===== src/sv/csim_pkg.sv =====
// Shared constants, queue entry type and back-end state type for the
// cosine similarity engine. No dependencies.
`default_nettype none

package csim_pkg;

  localparam int MAX_LEN    = 4096;   // pairs accumulated per vector
  localparam int ELEM_W     = 16;     // element width
  localparam int PAIR_W     = 2 * ELEM_W;
  localparam int SQ_W       = 43;     // sum of squares width
  localparam int DOT_W      = 44;     // dot product width
  localparam int CNT_W      = $clog2(MAX_LEN + 1);
  localparam int COS_W      = 16;
  localparam int COS_ONE    = 16384;  // 1.0 in Q1.14
  localparam int COS_FRAC   = 14;
  localparam int PROD_W     = 2 * SQ_W;          // norm product width
  localparam int ROOT_W     = PROD_W / 2;        // root digits, two radicand bits each
  localparam int HALF_W     = (SQ_W + 1) / 2;    // operand split for partial products
  localparam int PP_W       = 2 * HALF_W;
  localparam int NUM_W      = DOT_W + COS_FRAC;  // dividend width
  localparam int MUL_STEPS  = 4;
  localparam int STEP_W     = 6;
  localparam int Q_DEPTH    = 2;
  localparam int Q_PTR_W    = $clog2(Q_DEPTH);
  localparam int Q_CNT_W    = $clog2(Q_DEPTH + 1);
  localparam int OUT_DATA_W = 64;
  localparam int OUT_USER_W = 2;

  typedef struct packed {
    logic                    too_long;
    logic signed [DOT_W-1:0] dot;
    logic [SQ_W-1:0]         sum_b;
    logic [SQ_W-1:0]         sum_a;
  } csim_entry_t;

  typedef enum logic [2:0] {
    BK_IDLE,
    BK_MUL,
    BK_ROOT,
    BK_DIV,
    BK_OUT
  } csim_bk_state_t;

endpackage

`default_nettype wire


===== src/sv/csim_queue.sv =====
// Short queue of finished vector sums between front and back end.
// Uses csim_pkg for the entry type and depth.
`default_nettype none

module csim_queue (
  input  wire logic                          clk,
  input  wire logic                          rst_n,
  input  wire logic                          push,
  input  wire csim_pkg::csim_entry_t         push_entry,
  input  wire logic                          pop,
  output logic                               q_valid,
  output csim_pkg::csim_entry_t              q_entry,
  output logic [csim_pkg::Q_CNT_W-1:0]       q_count
);

  csim_pkg::csim_entry_t               mem_r [csim_pkg::Q_DEPTH];
  logic [csim_pkg::Q_PTR_W-1:0]        wr_ptr_r;
  logic [csim_pkg::Q_PTR_W-1:0]        rd_ptr_r;
  logic [csim_pkg::Q_CNT_W-1:0]        count_r;

  assign q_valid = (count_r != '0);
  assign q_entry = mem_r[rd_ptr_r];
  assign q_count = count_r;

  always_ff @(posedge clk) begin
    if (push) begin
      mem_r[wr_ptr_r] <= push_entry;
    end
  end

  always_ff @(posedge clk) begin
    if (!rst_n) begin
      wr_ptr_r <= '0;
      rd_ptr_r <= '0;
      count_r  <= '0;
    end else begin
      if (push) begin
        wr_ptr_r <= (wr_ptr_r == csim_pkg::Q_PTR_W'(csim_pkg::Q_DEPTH - 1)) ? '0
                    : wr_ptr_r + 1'b1;
      end
      if (pop) begin
        rd_ptr_r <= (rd_ptr_r == csim_pkg::Q_PTR_W'(csim_pkg::Q_DEPTH - 1)) ? '0
                    : rd_ptr_r + 1'b1;
      end
      if (push && !pop) begin
        count_r <= count_r + 1'b1;
      end else if (pop && !push) begin
        count_r <= count_r - 1'b1;
      end
    end
  end

  a_no_overfill: assert property (@(posedge clk) disable iff (!rst_n)
    push |-> (count_r < csim_pkg::Q_CNT_W'(csim_pkg::Q_DEPTH)))
    else $error("queue push while full");

  a_no_underrun: assert property (@(posedge clk) disable iff (!rst_n)
    pop |-> (count_r != '0))
    else $error("queue pop while empty");

  a_count_track: assert property (@(posedge clk) disable iff (!rst_n)
    (push && !pop) |=> (count_r == $past(count_r) + 1'b1))
    else $error("queue count lost a push");

endmodule

`default_nettype wire


===== config.mk =====
export PLATFORM = sky130hd
export DESIGN_NAME = csim_queue
export DESIGN_NICKNAME = d
export VERILOG_FILES = /design/src/sv/csim_pkg.sv /design/src/sv/csim_queue.sv
export SDC_FILE = /design/constraint.sdc
export NUM_CORES = 1
export LEC_CHECK = 0
export BUFFER_PORTS_ARGS = -buffer_cell sky130_fd_sc_hd__buf_4
export CAP_MARGIN = 25
export CELL_PAD_IN_SITES_DETAIL_PLACEMENT = 1
export CELL_PAD_IN_SITES_GLOBAL_PLACEMENT = 2
export CORE_ASPECT_RATIO = 0.9
export CORE_MARGIN = 4
export CORE_UTILIZATION = 30
export DETAILED_ROUTE_END_ITERATION = 10
export PLACE_DENSITY_LB_ADDON = 0.1
export SLEW_MARGIN = 20
export SYNTH_ARGS = -nofsm -noshare
export SYNTH_HDL_FRONTEND = slang
export SYNTH_SLANG_ARGS = --single-unit

===== constraint.sdc =====
create_clock -name clk -period 7.7 [get_ports clk]
set_clock_uncertainty 0.15 [all_clocks]
set_input_delay 0 -clock clk [delete_from_list [all_inputs] [get_ports clk]]
set_output_delay 0 -clock clk [all_outputs]
set_load 0.05 [all_outputs]

==> results.md <==
- Lkg Pwr: 5.76 nW
- EDFF count, synth: 262
- Top cell type's share of synthesized area: 0.784
- Largest net degree at the start of global routing: 68
- Synth-to-layout area growth: 47.8%
- Post-CTS setup buffer count: 0
- Most common cell after layout, fill and taps aside: buf_4
- DRT iter0 DRCs: 239
- WL/cell: 18.6 um
- Crit path DAT: 3.52 ns
- Yosys reg bits: 267
- Post-route ant nets: 0
- Critical Path Source Type: register
- Fmax: 273 MHz
- R2R cell count: 2
- Core ar.: 32,900 sq um
- Fillers: 3,186
- Critical Path RT: 7.55 ns
- Die height: 182 um
- # clock sinks: 267
- Commonest non-fill, non-tap cells in the layout: buf_4 (273), edfxtp_1 (262), dlygate4sd3_1 (135)
- DIE AREA: 36,500 sq um
- CP Max Fanout: 55
- Hold Fails Final Rpt: 0
- Clock-pin slew on the worst setup and hold paths: 0.06 ns
- Post-DP Area: 12,500 sq um
- Design area: 14,800 sq um
- Count of cell types in the netlist: 18
- Final worst-path cycle share: 0.476
- TritonCTS Buffers: 30
- HP Class: primary input to register
- Hpwl dp: 16,300 um
- Yosys warns: 0
- R2r setup slk: 5.00 ns
- Drt first pass iters: 4
- Worst-Skew Late Latency: 0.54 ns
- Overall Global Routing Usage: 0.128
- Final setup fails: 0
- Die width: 201 um
- Number of nets in the layout: 990
- Syn Inst Count: 429
- Outcome: complete, no violations
- TritonCTS clock tree: built
- Gpl congestion: 0.697
- Antenna violations before repair: 1
- Initial Util: 0.305
- Max Root-Sink Buffers: 3
- Slew HR: 0.354
- Number of port buffers: 268
- Synthesized cell area: 10,000 sq um
- Area contributors post-synth: edfxtp_1 (78%), mux2_4 (13%), mux2_2 (4.6%), buf_6 (1.1%), dfxtp_1 (1.0%)
- Utilization after layout: 0.450
- Maximum vdd drop: 0.000184 V
- Max_cap viols: 0
- CP Capture Type: output port
- Setup TNS Final: 0 ns
- First-pass GRT wire length: 36,900 um
- Final Max Slew Viols: 0
- Worst flop-to-flop path startpoint: wr_ptr_r
- Tmin final: 3.67 ns
- Seq/Total Area, Yosys: 0.794
- Via count of the first global-routing pass: 6,052
- DRC viols: 0
- Pwr dens: 260 nW/um^2
- Crit path to: q_entry[96]
- Syn Area/Cell: 23.4 sq um
- Final hold slack: 0.0349 ns
- IO Count: 269
- Detailed Route WL: 24,200 um
- Worst slew pin tran: 0.969 ns
- RSZ-0062 raised after global routing: false
- CTS root buffer: clkbuf_16
- Predominant post-synthesis flop cell: edfxtp_1
- Crit Reg-Reg Endpoint: mem_r[1][71]
- H-tree lvl count: 1
- # rows: 63
- Crit path kind: register to output port
- Asr flop ratio synth: 0
- Synthesized Nets: 565
- Grt ovf: 0
- Proportion of layout cells with a drive suffix above 1: 0.510
- Dominant cell type by area after synthesis: edfxtp_1
- Vias: 5,464
- Vias/cell: 4.20
-- flip-flops by register name, summed over array words and instances, names as in the netlist, named ones only --
| register | cells |
|---|---|
| mem_r | 262 |
| q_count | 2 |
| rd_ptr_r | 1 |
| wr_ptr_r | 1 |
-- critical path, cell delays in order (launching register included) --
cell and delay (ns):
dfxtp_4 0.97, buf_4 0.68, buf_4 0.73, mux2_4 0.35, buf_4 0.19
-- stage by stage --
| stage | setup WS [ns] | total power (W) | std cells |
|---|---|---|---|
| 2_1_floorplan | 0.814 | 0.00220 | 429 |
| 3_3_place_gp | 4.53 | 0.00239 | 1109 |
| 3_5_place_dp | 4.43 | 0.00240 | 1109 |
| 4_1_cts | 3.85 | 0.00392 | 1299 |
| 5_1_grt | 3.78 | 0.00401 | 1299 |
| 6_report | 4.03 | 0.00386 | 1300 |
-- worst min-delay path by stage --
stage	from	endpoint	slack (ns)	depth (start not counted)
after global routing	push_entry[12]	mem_r[1][12]	0.01	2
after global placement	push_entry[24]	mem_r[1][24]	0.03	1
after detailed placement	push_entry[117]	mem_r[0][117]	0.04	1
final	push_entry[130]	mem_r[1][130]	0.03	2
after floorplan	push_entry[0]	mem_r[0][0]	-0.05	0
after CTS	push_entry[5]	mem_r[1][5]	0.006	2
-- power breakdown --
| part | switching (W) | leakage (nW) | internal, W |
|---|---|---|---|
| Sequential | 0.0000336 | 2.50 | 0.00168 |
| Clock | 0.000546 | 0.488 | 0.000891 |
| Combinational | 0.000415 | 2.77 | 0.000287 |
-- cell usage after synthesis, types with 2 or more instances --
cell type,count
buf_6,10
and2_1,4
edfxtp_1,262
mux2_2,41
nor2b_1,2
xor2_1,2
buf_2,4
dfxtp_1,5
mux2_4,90
-- cell type report --
class,instances,area [sq um],area share
flip-flops and latches,267,7970,0.537
repair buffers,408,3400,0.229
multi-input cells,146,1930,0.130
clock buffers,35,791,0.0533
well taps,422,528,0.0356
clock inverters,20,210,0.0142
inverters,1,3.75,0.000253
diodes,1,2.50,0.000169
-- routing by layer --
metal | GRT usage | share of wire
met5 | 0 | 0
met2 | 0.206 | 0.47
met3 | 0.0459 | 0.078
met1 | 0.169 | 0.43
met4 | 0.0284 | 0.021
-- repair_timing --
action,in CTS,in global routing
setup endpoints to repair,0,0
hold buffers,135,0
endpoints found under the hold margin,267,0
gates resized for setup,0,0
-- cells by family after synthesis --
| logic type | after synthesis | share of synthesized area |
|---|---|---|
| and+or+nand+nor | 8 | 0.00498 |
| buffers and inverters | 16 | 0.0151 |
| xor gates and xnor gates | 3 | 0.00262 |
| DFF | 267 | 0.794 |
| adders and majority gates | 1 | 0.00125 |
| AOI/OAI and AO/OA | 3 | 0.00199 |
| muxes | 131 | 0.181 |
(Power assumes the default switching activity.)
