### src/sv/csim_pkg.sv
// Shared constants, queue entry type and back-end state type for the
// cosine similarity engine. No dependencies.
`default_nettype none

package csim_pkg;

  localparam int MAX_LEN    = 4096;   // pairs accumulated per vector
  localparam int ELEM_W     = 16;     // element width
  localparam int PAIR_W     = 2 * ELEM_W;
  localparam int SQ_W       = 43;     // sum of squares width
  localparam int DOT_W      = 44;     // dot product width
  localparam int CNT_W      = $clog2(MAX_LEN + 1);
  localparam int COS_W      = 16;
  localparam int COS_ONE    = 16384;  // 1.0 in Q1.14
  localparam int COS_FRAC   = 14;
  localparam int PROD_W     = 2 * SQ_W;          // norm product width
  localparam int ROOT_W     = PROD_W / 2;        // root digits, two radicand bits each
  localparam int HALF_W     = (SQ_W + 1) / 2;    // operand split for partial products
  localparam int PP_W       = 2 * HALF_W;
  localparam int NUM_W      = DOT_W + COS_FRAC;  // dividend width
  localparam int MUL_STEPS  = 4;
  localparam int STEP_W     = 6;
  localparam int Q_DEPTH    = 2;
  localparam int Q_PTR_W    = $clog2(Q_DEPTH);
  localparam int Q_CNT_W    = $clog2(Q_DEPTH + 1);
  localparam int OUT_DATA_W = 64;
  localparam int OUT_USER_W = 2;

  typedef struct packed {
    logic                    too_long;
    logic signed [DOT_W-1:0] dot;
    logic [SQ_W-1:0]         sum_b;
    logic [SQ_W-1:0]         sum_a;
  } csim_entry_t;

  typedef enum logic [2:0] {
    BK_IDLE,
    BK_MUL,
    BK_ROOT,
    BK_DIV,
    BK_OUT
  } csim_bk_state_t;

endpackage

`default_nettype wire

### src/sv/csim_front.sv
// Front end: accepts element pairs, squares and multiplies them, and keeps the
// three running sums. Pushes one entry per finished vector. Uses csim_pkg.
`default_nettype none

module csim_front (
  input  wire logic                          clk,
  input  wire logic                          rst_n,
  input  wire logic                          in_tvalid,
  output logic                               in_tready,
  input  wire logic [csim_pkg::PAIR_W-1:0]   in_tdata,
  input  wire logic                          in_tlast,
  input  wire logic [csim_pkg::Q_CNT_W-1:0]  q_count,
  output logic                               q_push,
  output csim_pkg::csim_entry_t              q_entry
);

  logic                                accept;
  logic signed [csim_pkg::ELEM_W-1:0]  elem_a;
  logic signed [csim_pkg::ELEM_W-1:0]  elem_b;
  logic                                drop;
  logic                                pending;

  logic [csim_pkg::CNT_W-1:0]          count_r;
  logic                                ovf_r;

  logic                                v1_r;
  logic                                last1_r;
  logic                                drop1_r;
  logic                                tl1_r;
  logic signed [csim_pkg::PAIR_W-1:0]  sqa1_r;
  logic signed [csim_pkg::PAIR_W-1:0]  sqb1_r;
  logic signed [csim_pkg::PAIR_W-1:0]  crs1_r;

  logic [csim_pkg::SQ_W-1:0]           suma_r, suma_nxt;
  logic [csim_pkg::SQ_W-1:0]           sumb_r, sumb_nxt;
  logic [csim_pkg::DOT_W-1:0]          dot_r, dot_nxt;

  assign elem_a  = in_tdata[csim_pkg::ELEM_W-1:0];
  assign elem_b  = in_tdata[csim_pkg::PAIR_W-1:csim_pkg::ELEM_W];
  assign accept  = in_tvalid & in_tready;
  assign drop    = (count_r == csim_pkg::CNT_W'(csim_pkg::MAX_LEN));
  assign pending = v1_r & last1_r;

  // Hold off while the queue could not take a vector end already in flight.
  assign in_tready = ((csim_pkg::Q_CNT_W + 1)'(q_count) + (csim_pkg::Q_CNT_W + 1)'(pending))
                     < (csim_pkg::Q_CNT_W + 1)'(csim_pkg::Q_DEPTH);

  // Pair count and overflow flag track accepted pairs.
  always_ff @(posedge clk) begin
    if (!rst_n) begin
      count_r <= '0;
      ovf_r   <= 1'b0;
      v1_r    <= 1'b0;
    end else begin
      v1_r <= accept;
      if (accept) begin
        if (in_tlast) begin
          count_r <= '0;
          ovf_r   <= 1'b0;
        end else if (drop) begin
          ovf_r <= 1'b1;
        end else begin
          count_r <= count_r + 1'b1;
        end
      end
    end
  end

  // Products stage.
  always_ff @(posedge clk) begin
    if (accept) begin
      sqa1_r  <= elem_a * elem_a;
      sqb1_r  <= elem_b * elem_b;
      crs1_r  <= elem_a * elem_b;
      last1_r <= in_tlast;
      drop1_r <= drop;
      tl1_r   <= ovf_r | drop;
    end
  end

  // Accumulate stage.
  always_comb begin
    suma_nxt = suma_r;
    sumb_nxt = sumb_r;
    dot_nxt  = dot_r;
    if (!drop1_r) begin
      suma_nxt = suma_r + csim_pkg::SQ_W'(unsigned'(sqa1_r));
      sumb_nxt = sumb_r + csim_pkg::SQ_W'(unsigned'(sqb1_r));
      dot_nxt  = dot_r + csim_pkg::DOT_W'(crs1_r);
    end
  end

  assign q_push           = pending;
  assign q_entry.too_long = tl1_r;
  assign q_entry.dot      = dot_nxt;
  assign q_entry.sum_b    = sumb_nxt;
  assign q_entry.sum_a    = suma_nxt;

  always_ff @(posedge clk) begin
    if (!rst_n) begin
      suma_r <= '0;
      sumb_r <= '0;
      dot_r  <= '0;
    end else if (v1_r) begin
      if (last1_r) begin
        suma_r <= '0;
        sumb_r <= '0;
        dot_r  <= '0;
      end else begin
        suma_r <= suma_nxt;
        sumb_r <= sumb_nxt;
        dot_r  <= dot_nxt;
      end
    end
  end

endmodule

`default_nettype wire

### config.mk
export PLATFORM = sky130hd
export DESIGN_NAME = csim_front
export DESIGN_NICKNAME = d
export VERILOG_FILES = /design/src/sv/csim_pkg.sv /design/src/sv/csim_front.sv
export SDC_FILE = /design/constraint.sdc
export NUM_CORES = 2
export LEC_CHECK = 0
export BUFFER_PORTS_ARGS = -buffer_cell sky130_fd_sc_hd__buf_2
export CAP_MARGIN = 20
export CORE_ASPECT_RATIO = 0.7
export CORE_MARGIN = 2
export CORE_UTILIZATION = 59
export CTS_CLUSTER_SIZE = 20
export DETAILED_ROUTE_END_ITERATION = 6
export HOLD_SLACK_MARGIN = 0.1
export PLACE_DENSITY = 0.8
export SLEW_MARGIN = 5
export SYNTH_ARGS = -nofsm -noshare
export SYNTH_HDL_FRONTEND = slang
export SYNTH_SLANG_ARGS = --single-unit
### constraint.sdc
create_clock -name clk -period 6.1 [get_ports clk]
set_input_delay 0 -clock clk [delete_from_list [all_inputs] [get_ports clk]]
set_output_delay 0 -clock clk [all_outputs]
set_load 0.05 [all_outputs]
==> metrics.yaml <==
status:
  status: "complete, no violations"
floorplan:
  die_h_um: 229.5
  rows: 82
  start_util_pct: 59.79
  die_x_um: 326.2
  core_area_um2: 71720
  die_area_um2: 74880
  ios: 171
drt:
  antenna_left: 0
  wirelength_um: 113800
  vias: 34740
  wl_met2_um: 51840
  routed_via_density: 5.624
  drc: 0
  wl_met3_um: 10150
  drtIter0Drc: 3056
  m1WireLength_um: 48580
  drtPass1Iterations: 6
  top_layer: "met5"
  wl_per_cell_um: 18.42
sta:
  min_period_ns: 5.831
  setup_viol: 0
  max_slew.worst_pin.slew_ns: 1.016
  max_slew_margin_pct: 32.27
  max_freq_mhz: 171.5
  worst_slack_ns: 0.2695
  period_share_pct: 95.58
  finalHoldViolCount: 0
  maxSlewViolCount: 0
  setup_tns_ns: 0
  fin_skew_ns: 0.01288
critical_path:
  crit_arrival_ns: 6.13
  cp-end-kind: "register"
  cpMaxStageDelayCell: "dlygate4sd3_1"
  setup.worst_path.start_class: "input pin"
  critPathMaxFanout: 8
  worst_path_most_repeated_cell: "fa_1"
  cp.required_ns: 6.40
  regToRegStartpoint: "last1_r"
  critPathTopFamily: "adder cells"
  path_buf_inv: 8
  cp_slowest_stage_delay_ns: 0.53
  crit_type: "input pin to register"
  cp-startpoint: "in_tdata[16]"
logic_synthesis:
  syn_nets: 5965
  syn_area_per_cell_um2: 8.890
  synth_top_area_share_pct: 34.13
  async_flop_share_pct: 0
  yosys_warnings: 0
  netlist_area_um2: 42880
  synthTopCellsByArea: "fa_1 (34%), ha_1 (11%), inv_1 (8.4%)"
  synth_area_leader_cell: "fa_1"
  synth_top_family_by_area: "adder cells"
  ys_seq_area_share_pct: 13.56
  synth_xor_area_share_pct: 5.168
  synth-compound-area-share_pct: 11.80
  synth_cells: 4823
  muxShareOfSynthArea_pct: 0.3823
  synth-simple-area-share_pct: 13.75
  synth_fa_ha_area_share_pct: 45.02
  synth_ff_type: "dfxtp_1"
  ys_ff_latch: 242
  synth_edf_count: 97
  ys_types: 97
cells_and_area:
  area_growth_pct: 11.88
  nets: 6332
  fin_area_um2: 47970
  layout-drive-gt1-share_pct: 12.35
  stdcell_count: 6178
place:
  dp_cells: 6121
  place_area_um2: 47020
  dp_slack_ns: -0.2723
  io_buffers: 170
  dp_hpwl_um: 94340
  gp_congestion: 0.9553
global_route:
  track_usage_pct: 31.23
  grt_pass1_wl_um: 187700
  antenna_found_initial: 6
  grt_start_max_net_pins: 203
  grt.overflow.total: 0
  grt_pass1_vias: 36060
hold_path:
  hold_start: "q_count[0]"
  hold_path_class: "input pin to register"
clock_tree:
  clk_pin_slew_ns: 0.06
  cts_made_buffers: 25
  htreeDepth: 1
  clk_path_buf_depth: 3
  postCtsSetupBuffers: 0
  cts_sinks: 242
  insertion_delay_ns: 0.56
  clockRootBuffer: "clkbuf_16"
  cts_tree: "yes"
job:
  drv_cap: 0
-- routing by layer --
layer,GRT usage [%],vias up
li1,-,15970
met1,44.01,17110
met2,50.36,1459
met3,5.205,199
met4,7.921,2
met5,0,-
-- area by class of cell --
type	count	area, um^2
flip-flops and latches	242	5816
multi-input cells	3424	32690
well taps	966	1209
inverters	968	3635
diodes	4	10.01
clock inverters	8	73.82
clock buffers	37	753.2
fillers	5587	23750
repair buffers	529	3781
-- layout by cell type (no fill, tap or decap), types with 97 or more instances in the layout --
| master | synthesis | final |
|---|---|---|
| inv_1 | 962 | 960 |
| buf_2 | 5 | 169 |
| ha_1 | 373 | 372 |
| edfxtp_1 | 97 | 97 |
| a21oi_1 | 185 | 183 |
| nand2_1 | 536 | 536 |
| fa_1 | 731 | 729 |
| buf_4 | 3 | 335 |
| nor2_1 | 278 | 277 |
| xnor2_1 | 174 | 174 |
| dfxtp_1 | 145 | 145 |
| and2_1 | 198 | 197 |
| o21ai_0 | 217 | 217 |
-- final timing paths --
kind	to	slack, ns	depth (start not counted)
setup reg to reg	dot_r[40]	2.30	8
setup / recovery	sqb1_r[25]	0.27	26
hold reg to reg	dot_r[36]	0.48	2
hold / removal	last1_r	0.18	3
-- sequential cells by signal, indices dropped and copies added (netlist names) --
name,flops
dot_r,44
suma_r,43
sumb_r,43
crs1_r,32
sqa1_r,31
sqb1_r,31
count_r,13
drop1_r,1
last1_r,1
ovf_r,1
tl1_r,1
v1_r,1
-- through the flow --
| stage | hold WS [ns] | util [%] |
|---|---|---|
| floorplan | 0.09887 | - |
| global placement | 0.2190 | 65.57 |
| detailed placement | 0.2140 | 65.57 |
| CTS | 0.1657 | 66.83 |
| global route | 0.2203 | 66.88 |
| finish | 0.1789 | 66.89 |
-- what timing repair did --
action	in CTS	in global routing
endpoints found under the setup margin	0	17
gates resized for setup	0	9
hold buffers	8	0
endpoints found under the hold margin	74	0
-- cells by family (layout without fill, tap and decap cells) --
group,count (synthesis),count (layout)
and+or+nand+nor,1270,1270
muxes,15,15
buffers and inverters,1157,1542
adders and majority gates,1104,1104
xor gates and xnor gates,253,253
DFF,242,242
AOI/OAI and AO/OA,782,782
other,0,4
-- worst reg2reg max path, stage by stage (launching register included) --
cell      delay (ns)
edfxtp_1        0.64
inv_1           0.53
nand2_1         0.66
nor2_1          0.73
nand2_1         0.42
buf_4           0.37
a21oi_1         0.23
a21oi_1         0.06
o21ai_0         0.09
-- cell usage after synthesis (17+ instances only) --
library cell and count:
a31oi_1 22, xnor2_1 174, fa_1 731, nand4_1 25, nor3_1 27, edfxtp_1 97, or3_1 24, ha_1 373
o21a_1 24, a211oi_1 20, xor2_1 79, a31o_2 17, and2_1 198, clkbuf_1 169, o21bai_1 21, a22oi_1 46
nand3_1 50, inv_1 962, o21ai_0 217, a21o_1 87, nand2b_1 29, a21oi_1 185, nand2_1 536, dfxtp_1 145
nor2b_1 23, nor2_1 278, and3_1 28
Power is not shown: default switching activity piles up to over one toggle a cycle in this logic, so the estimate is an artifact.
