[src/sv/csim_pkg.sv]
// Shared constants, queue entry type and back-end state type for the
// cosine similarity engine. No dependencies.
`default_nettype none

package csim_pkg;

  localparam int MAX_LEN    = 4096;   // pairs accumulated per vector
  localparam int ELEM_W     = 16;     // element width
  localparam int PAIR_W     = 2 * ELEM_W;
  localparam int SQ_W       = 43;     // sum of squares width
  localparam int DOT_W      = 44;     // dot product width
  localparam int CNT_W      = $clog2(MAX_LEN + 1);
  localparam int COS_W      = 16;
  localparam int COS_ONE    = 16384;  // 1.0 in Q1.14
  localparam int COS_FRAC   = 14;
  localparam int PROD_W     = 2 * SQ_W;          // norm product width
  localparam int ROOT_W     = PROD_W / 2;        // root digits, two radicand bits each
  localparam int HALF_W     = (SQ_W + 1) / 2;    // operand split for partial products
  localparam int PP_W       = 2 * HALF_W;
  localparam int NUM_W      = DOT_W + COS_FRAC;  // dividend width
  localparam int MUL_STEPS  = 4;
  localparam int STEP_W     = 6;
  localparam int Q_DEPTH    = 2;
  localparam int Q_PTR_W    = $clog2(Q_DEPTH);
  localparam int Q_CNT_W    = $clog2(Q_DEPTH + 1);
  localparam int OUT_DATA_W = 64;
  localparam int OUT_USER_W = 2;

  typedef struct packed {
    logic                    too_long;
    logic signed [DOT_W-1:0] dot;
    logic [SQ_W-1:0]         sum_b;
    logic [SQ_W-1:0]         sum_a;
  } csim_entry_t;

  typedef enum logic [2:0] {
    BK_IDLE,
    BK_MUL,
    BK_ROOT,
    BK_DIV,
    BK_OUT
  } csim_bk_state_t;

endpackage

`default_nettype wire

[src/sv/csim_back.sv]
// Back end: norm product by partial products, bit-pair square root, restoring
// divide, clamp, and the result register. Uses csim_pkg.
`default_nettype none

module csim_back (
  input  wire logic                              clk,
  input  wire logic                              rst_n,
  input  wire logic                              q_valid,
  input  wire csim_pkg::csim_entry_t             q_entry,
  output logic                                   q_pop,
  output logic                                   out_tvalid,
  input  wire logic                              out_tready,
  output logic [csim_pkg::OUT_DATA_W-1:0]        out_tdata,
  output logic [csim_pkg::OUT_USER_W-1:0]        out_tuser
);

  csim_pkg::csim_bk_state_t            state_r, state_nxt;
  logic [csim_pkg::STEP_W-1:0]         cnt_r;
  logic                                out_free;
  logic                                zn_in;

  logic [csim_pkg::SQ_W-1:0]           sa_r;
  logic [csim_pkg::SQ_W-1:0]           sb_r;
  logic signed [csim_pkg::DOT_W-1:0]   dot_r;
  logic                                tl_r;
  logic                                zn_r;

  logic [csim_pkg::HALF_W-1:0]         mul_x, mul_y;
  logic [csim_pkg::PP_W-1:0]           pp_r;
  logic [1:0]                          psel_r;
  logic [csim_pkg::PROD_W-1:0]         pp_sh;
  logic [csim_pkg::PROD_W-1:0]         prod_r;

  logic [csim_pkg::PROD_W-1:0]         rad_r;
  logic [csim_pkg::ROOT_W+1:0]         rem_r;
  logic [csim_pkg::ROOT_W-1:0]         root_r, root_nxt;
  logic [csim_pkg::ROOT_W+3:0]         remsh, trial;
  logic [csim_pkg::ROOT_W+1:0]         rem_nxt;

  logic [csim_pkg::DOT_W-1:0]          dot_mag;
  logic [csim_pkg::NUM_W-1:0]          num_r;
  logic [csim_pkg::NUM_W-1:0]          quo_r;
  logic [csim_pkg::ROOT_W-1:0]         drem_r;
  logic [csim_pkg::ROOT_W:0]           dsh;
  logic                                dfit;

  logic [csim_pkg::COS_W-1:0]          cos_mag;
  logic [csim_pkg::COS_W-1:0]          cos_val;

  logic                                out_valid_r;
  logic signed [csim_pkg::DOT_W-1:0]   out_dot_r;
  logic [csim_pkg::COS_W-1:0]          out_cos_r;
  logic                                out_zn_r;
  logic                                out_tl_r;

  assign out_free = !out_valid_r || out_tready;
  assign zn_in    = (q_entry.sum_a == '0) || (q_entry.sum_b == '0);

  // Control.
  always_comb begin
    state_nxt = state_r;
    q_pop     = 1'b0;
    unique case (state_r)
      csim_pkg::BK_IDLE: begin
        if (q_valid) begin
          q_pop     = 1'b1;
          state_nxt = zn_in ? csim_pkg::BK_OUT : csim_pkg::BK_MUL;
        end
      end
      csim_pkg::BK_MUL: begin
        if (cnt_r == csim_pkg::STEP_W'(csim_pkg::MUL_STEPS)) state_nxt = csim_pkg::BK_ROOT;
      end
      csim_pkg::BK_ROOT: begin
        if (cnt_r == csim_pkg::STEP_W'(csim_pkg::ROOT_W - 1)) state_nxt = csim_pkg::BK_DIV;
      end
      csim_pkg::BK_DIV: begin
        if (cnt_r == csim_pkg::STEP_W'(csim_pkg::NUM_W - 1)) state_nxt = csim_pkg::BK_OUT;
      end
      csim_pkg::BK_OUT: begin
        if (out_free) state_nxt = csim_pkg::BK_IDLE;
      end
      default: state_nxt = csim_pkg::BK_IDLE;
    endcase
  end

  always_ff @(posedge clk) begin
    if (!rst_n) begin
      state_r <= csim_pkg::BK_IDLE;
      cnt_r   <= '0;
    end else begin
      state_r <= state_nxt;
      cnt_r   <= (state_nxt != state_r) ? '0 : cnt_r + 1'b1;
    end
  end

  // Partial product operands: low/high halves of each sum of squares.
  assign mul_x = cnt_r[1] ? csim_pkg::HALF_W'(sa_r[csim_pkg::SQ_W-1:csim_pkg::HALF_W])
                          : sa_r[csim_pkg::HALF_W-1:0];
  assign mul_y = cnt_r[0] ? csim_pkg::HALF_W'(sb_r[csim_pkg::SQ_W-1:csim_pkg::HALF_W])
                          : sb_r[csim_pkg::HALF_W-1:0];

  always_comb begin
    unique case (psel_r)
      2'd0:         pp_sh = csim_pkg::PROD_W'(pp_r);
      2'd1, 2'd2:   pp_sh = csim_pkg::PROD_W'(pp_r) << csim_pkg::HALF_W;
      default:      pp_sh = csim_pkg::PROD_W'(pp_r) << (2 * csim_pkg::HALF_W);
    endcase
  end

  // One square-root digit: bring down two radicand bits, try 4r+1.
  assign remsh = {rem_r, rad_r[csim_pkg::PROD_W-1:csim_pkg::PROD_W-2]};
  assign trial = {2'b00, root_r, 2'b01};
  always_comb begin
    if (remsh >= trial) begin
      rem_nxt  = (csim_pkg::ROOT_W + 2)'(remsh - trial);
      root_nxt = {root_r[csim_pkg::ROOT_W-2:0], 1'b1};
    end else begin
      rem_nxt  = (csim_pkg::ROOT_W + 2)'(remsh);
      root_nxt = {root_r[csim_pkg::ROOT_W-2:0], 1'b0};
    end
  end

  // Divide on magnitudes; sign goes back on at the end.
  assign dot_mag = dot_r[csim_pkg::DOT_W-1] ? csim_pkg::DOT_W'(-dot_r)
                                             : csim_pkg::DOT_W'(dot_r);
  assign dsh  = {drem_r, num_r[csim_pkg::NUM_W-1]};
  assign dfit = (dsh >= {1'b0, root_r});

  // Clamp to one; cannot trip for sums that have not wrapped.
  assign cos_mag = (quo_r > csim_pkg::NUM_W'(csim_pkg::COS_ONE))
                   ? csim_pkg::COS_W'(csim_pkg::COS_ONE) : quo_r[csim_pkg::COS_W-1:0];
  assign cos_val = zn_r ? '0
                   : (dot_r[csim_pkg::DOT_W-1] ? (-cos_mag) : cos_mag);

  // Datapath.
  always_ff @(posedge clk) begin
    unique case (state_r)
      csim_pkg::BK_IDLE: begin
        if (q_valid) begin
          sa_r   <= q_entry.sum_a;
          sb_r   <= q_entry.sum_b;
          dot_r  <= q_entry.dot;
          tl_r   <= q_entry.too_long;
          zn_r   <= zn_in;
          prod_r <= '0;
        end
      end
      csim_pkg::BK_MUL: begin
        if (cnt_r < csim_pkg::STEP_W'(csim_pkg::MUL_STEPS)) begin
          pp_r   <= mul_x * mul_y;
          psel_r <= cnt_r[1:0];
        end
        if (cnt_r != '0) prod_r <= prod_r + pp_sh;
        if (cnt_r == csim_pkg::STEP_W'(csim_pkg::MUL_STEPS)) begin
          rad_r  <= prod_r + pp_sh;
          rem_r  <= '0;
          root_r <= '0;
        end
      end
      csim_pkg::BK_ROOT: begin
        rem_r  <= rem_nxt;
        root_r <= root_nxt;
        rad_r  <= rad_r << 2;
        if (cnt_r == csim_pkg::STEP_W'(csim_pkg::ROOT_W - 1)) begin
          num_r  <= {dot_mag, csim_pkg::COS_FRAC'(0)};
          quo_r  <= '0;
          drem_r <= '0;
        end
      end
      csim_pkg::BK_DIV: begin
        num_r  <= num_r << 1;
        quo_r  <= {quo_r[csim_pkg::NUM_W-2:0], dfit};
        drem_r <= dfit ? csim_pkg::ROOT_W'(dsh - {1'b0, root_r})
                       : csim_pkg::ROOT_W'(dsh);
      end
      csim_pkg::BK_OUT: begin
        if (out_free) begin
          out_dot_r <= dot_r;
          out_cos_r <= cos_val;
          out_zn_r  <= zn_r;
          out_tl_r  <= tl_r;
        end
      end
      default: begin
      end
    endcase
  end

  // Result register: next vector may start while this one waits.
  always_ff @(posedge clk) begin
    if (!rst_n) begin
      out_valid_r <= 1'b0;
    end else if (state_r == csim_pkg::BK_OUT && out_free) begin
      out_valid_r <= 1'b1;
    end else if (out_tready) begin
      out_valid_r <= 1'b0;
    end
  end

  assign out_tvalid = out_valid_r;
  assign out_tdata  = {(csim_pkg::OUT_DATA_W - csim_pkg::DOT_W - csim_pkg::COS_W)'(0),
                       out_cos_r, out_dot_r};
  assign out_tuser  = {out_tl_r, out_zn_r};

  a_zero_norm_cos: assert property (@(posedge clk) disable iff (!rst_n)
    (out_tvalid && out_zn_r) |-> (out_cos_r == '0))
    else $error("zero norm result with nonzero cosine");

  a_cos_range: assert property (@(posedge clk) disable iff (!rst_n)
    out_tvalid |-> ($signed(out_cos_r) <= $signed(csim_pkg::COS_W'(csim_pkg::COS_ONE)) &&
                    $signed(out_cos_r) >= -$signed(csim_pkg::COS_W'(csim_pkg::COS_ONE))))
    else $error("cosine outside unit range");

  a_hold_result: assert property (@(posedge clk) disable iff (!rst_n)
    (state_r == csim_pkg::BK_OUT && !out_free) |=> (state_r == csim_pkg::BK_OUT))
    else $error("finished result dropped while output busy");

  a_pop_idle: assert property (@(posedge clk) disable iff (!rst_n)
    q_pop |=> (state_r != csim_pkg::BK_IDLE))
    else $error("popped entry not taken up");

endmodule

`default_nettype wire

[config.mk]
export PLATFORM = sky130hd
export DESIGN_NAME = csim_back
export DESIGN_NICKNAME = d
export VERILOG_FILES = /design/src/sv/csim_pkg.sv /design/src/sv/csim_back.sv
export SDC_FILE = /design/constraint.sdc
export NUM_CORES = 2
export LEC_CHECK = 0
export BUFFER_PORTS_ARGS = -buffer_cell sky130_fd_sc_hd__buf_2
export CAP_MARGIN = 20
export CORE_UTILIZATION = 25
export CTS_BUF_LIST = sky130_fd_sc_hd__clkbuf_2 sky130_fd_sc_hd__clkbuf_4 sky130_fd_sc_hd__clkbuf_8
export CTS_CLUSTER_DIAMETER = 80
export CTS_CLUSTER_SIZE = 16
export DETAILED_ROUTE_END_ITERATION = 7
export HOLD_SLACK_MARGIN = 0.02
export PLACE_DENSITY = 0.46
export SYNTH_ARGS = -nofsm -noshare
export SYNTH_HDL_FRONTEND = slang
export SYNTH_SLANG_ARGS = --single-unit
[constraint.sdc]
create_clock -name clk -period 13.9 [get_ports clk]
set_input_delay 2.085 -clock clk [delete_from_list [all_inputs] [get_ports clk]]
set_output_delay 2.085 -clock clk [all_outputs]
set_load 0.01 [all_outputs]
==> results.cfg <==
[status]
run_status = completed

[placement]
dpl-instance-area_sq_um = 56600
dpl.hpwl_microns = 120000
gpl.final_weighted_congestion = 0.879
numPortBuffers = 198

[clock_tree]
cts_tree = built
cts.hold.buffers_added = 0
root_buffer = clkbuf_8
post_cts_resized = 0
post_cts_buffers = 0
htree_levels = 3
clock_latency_ns = 0.82
cts.path.max_buffers = 3
cts_inserted_buffers = 68
clk_transition_reported_paths_ns = 0.10
tritoncts_num_sinks = 655

[synthesis]
postSynthRegisterBits = 655
yosys_warnings = 0
synth_adder_area_share_pct = 23.3
largest_family_of_logic_cells_by_synthesized_area = adder cells
postSynth.topFlopCell = edfxtp_1
postSynthCellCount = 5295
post_synth_xor_area_fraction_pct = 4.19
synth.mux.area_fraction_pct = 2.79
yosys.cell_types.count = 77
synth_seq_area_share_pct = 37.3
synthArstFlopShare_pct = 0
synth_compound_area_share_pct = 12.2
synthesis.area_sq_um = 52500
synth-edff-count = 645
synth_simple_gate_area_share_pct = 14.7
post_synth.cell_area_avg_sq_um = 9.92

[timing]
clock-skew-final_ns = 0.0733
least_margin_pin_slew_ns = 1.21
slew-limit-headroom_pct = 17.5
min_period_over_period_pct = 63.4
period_needed_ns = 8.81
max_freq_mhz = 114
fin_setup_tns_ns = 0
grt_setup_unrepaired = false
setup-violations-final = 0
slew_violations = 0
finalHoldViolations = 0

[floorplan]
core_region_area_sq_um = 208000
rows = 167
dieArea_sq_um = 212000
vertical_die_dimension_microns = 460
initial_core_util_pct = 25.3
ioPinCount = 203
chipWidth_microns = 460

[global_routing]
number_of_antenna_violations_at_the_first_check_in_global_routing = 4
first_global_vias = 38700
grt_ovf = 0
first_pass_grt_wire_length_microns = 238000
grt_max_degree = 104
globalRouteTotalUtil_pct = 14.6

[cells_and_area]
fillCellCount = 22000
mostFrequentLayoutCells = edfxtp_1, nand2_1, nor2_1
layout.cells.most_common = edfxtp_1
drive_above_1_share_pct = 8.58
nets = 6250
areaGrowthSynthToFinish_pct = 10.5
final_area_sq_um = 58100

[critical_path]
endpoint_kind = flop
critical_path.startpoint_type = flop
worstPathMaxFanout = 46
critical_path_buf_inv_count = 7
cpPeakStageDelay_ns = 0.88
worst_path_most_repeated_cell = fa_1
critical_path_arrival_ns = 9.37
crit_required_ns = 14.46
critPathKind = reg -> reg
critical-path-top-delay-family = adder cells
timing.critical_path.slowest_stage_cell = mux2i_1

[drt]
routed_via_density = 4.73
route.final.wire_length_microns = 156000
drcViolationCount = 0
wl_per_cell_microns = 19.0
detailroute.via_count = 38800
initialDrtViolationCount = 2836
drt.antenna.violating_nets = 0
drt_pre_antenna_iters = 5

[hold_path]
min-delay-path-class = reg -> reg

[flow_run]
max_cap_viol_count = 0
==> final cells by class <==
type                       count  area, sq um  area share, %
multi-input combinational   3868        30100           51.9
sequential                   655        19600           33.7
tap                         2788         3490           6.01
inverter                     528         1980           3.41
timing repair buffer         255         1430           2.46
clock buffer                  80         1040           1.79
clock inverter                35          402          0.692
antenna                        7         17.5         0.0302
==> Yosys cell counts, types with 8 or more instances <==
| cell type | instances | share of area [%] |
|---|---|---|
| or3_1 | 11 | 0.13 |
| nor4_1 | 50 | 0.60 |
| ha_1 | 340 | 8.1 |
| nor3_1 | 44 | 0.42 |
| a22o_1 | 23 | 0.38 |
| o21a_1 | 32 | 0.46 |
| a21boi_0 | 10 | 0.14 |
| o22ai_1 | 14 | 0.17 |
| a211oi_1 | 33 | 0.47 |
| and2_1 | 130 | 1.5 |
| a31o_2 | 8 | 0.13 |
| o211ai_1 | 23 | 0.33 |
| and3_1 | 32 | 0.38 |
| dfxtp_1 | 10 | 0.38 |
| nor3b_1 | 10 | 0.14 |
| xnor2_1 | 121 | 2.0 |
| clkbuf_1 | 226 | 1.6 |
| o21bai_1 | 42 | 0.60 |
| a21oi_1 | 264 | 2.5 |
| nand2b_1 | 35 | 0.42 |
| o31a_1 | 9 | 0.15 |
| a21o_1 | 127 | 1.8 |
| o21ai_0 | 295 | 2.8 |
| nand3_1 | 63 | 0.60 |
| nand4_1 | 74 | 0.88 |
| nor2b_1 | 34 | 0.41 |
| a211o_1 | 11 | 0.18 |
| fa_1 | 399 | 15 |
| or4_1 | 14 | 0.20 |
| nand2_1 | 620 | 4.4 |
| o41ai_1 | 11 | 0.18 |
| buf_1 | 14 | 0.10 |
| nor2_1 | 570 | 4.1 |
| edfxtp_1 | 645 | 37 |
| a31oi_1 | 23 | 0.27 |
| xor2_1 | 130 | 2.2 |
| o31ai_1 | 25 | 0.36 |
| mux2_2 | 42 | 0.90 |
| inv_1 | 528 | 3.8 |
| mux2i_1 | 99 | 1.9 |
==> through the flow <==
| step | instances | util [%] | hold slack [ns] | setup WS (ns) |
|---|---|---|---|---|
| 5_1_grt | 8215 | 27.9 | 0.441 | 4.61 |
| 6_report | 8216 | 27.9 | 0.429 | 5.09 |
| 3_3_place_gp | 8091 | 27.2 | 0.403 | 5.07 |
| 3_5_place_dp | 8092 | 27.2 | 0.422 | 5.07 |
| 4_1_cts | 8207 | 27.9 | 0.433 | 5.05 |
| 2_1_floorplan | 5298 | - | 0.400 | 3.75 |
==> registers in the layout, summed over array words and instances, names as in the netlist, 2 cells and up <==
| name | count |
|---|---|
| prod_r | 86 |
| rad_r | 86 |
| quo_r | 58 |
| rem_r | 45 |
| dot_r | 44 |
| num_r | 44 |
| out_dot_r | 44 |
| pp_r | 44 |
| drem_r | 43 |
| root_r | 43 |
| sa_r | 43 |
| sb_r | 43 |
| out_cos_r | 16 |
| cnt_r | 6 |
| state_r | 3 |
| psel_r | 2 |
==> cell families after synthesis <==
group                    count (synthesis)
other                                    1
XOR/XNOR                               251
buffers and inverters                  775
AO/OA/AOI/OAI                         1017
AND/OR/NAND/NOR                       1716
adder cells (fa/ha/maj)                739
multiplexers                           141
flip-flops                             655
==> path summary, 6_finish.rpt <==
kind / start / end / slack [ns] / depth (start not counted)
setup / recovery: cnt_r[1] / pp_r[41] / 5.09 / 27
setup reg to reg: cnt_r[1] / pp_r[41] / 5.09 / 27
hold / removal: tl_r / out_tl_r / 0.43 / 0
hold reg to reg: tl_r / out_tl_r / 0.43 / 0
==> metal layers <==
layer  GRT usage [%]  part of all wire [%]
met1            20.5                    48
met2            23.0                    45
met3            2.09                   4.5
met4            4.02                   2.7
met5               0                     0
Power is left out: the tool's default activity adds up to more than one toggle a clock period on the data nets, which glitch-free logic cannot reach.
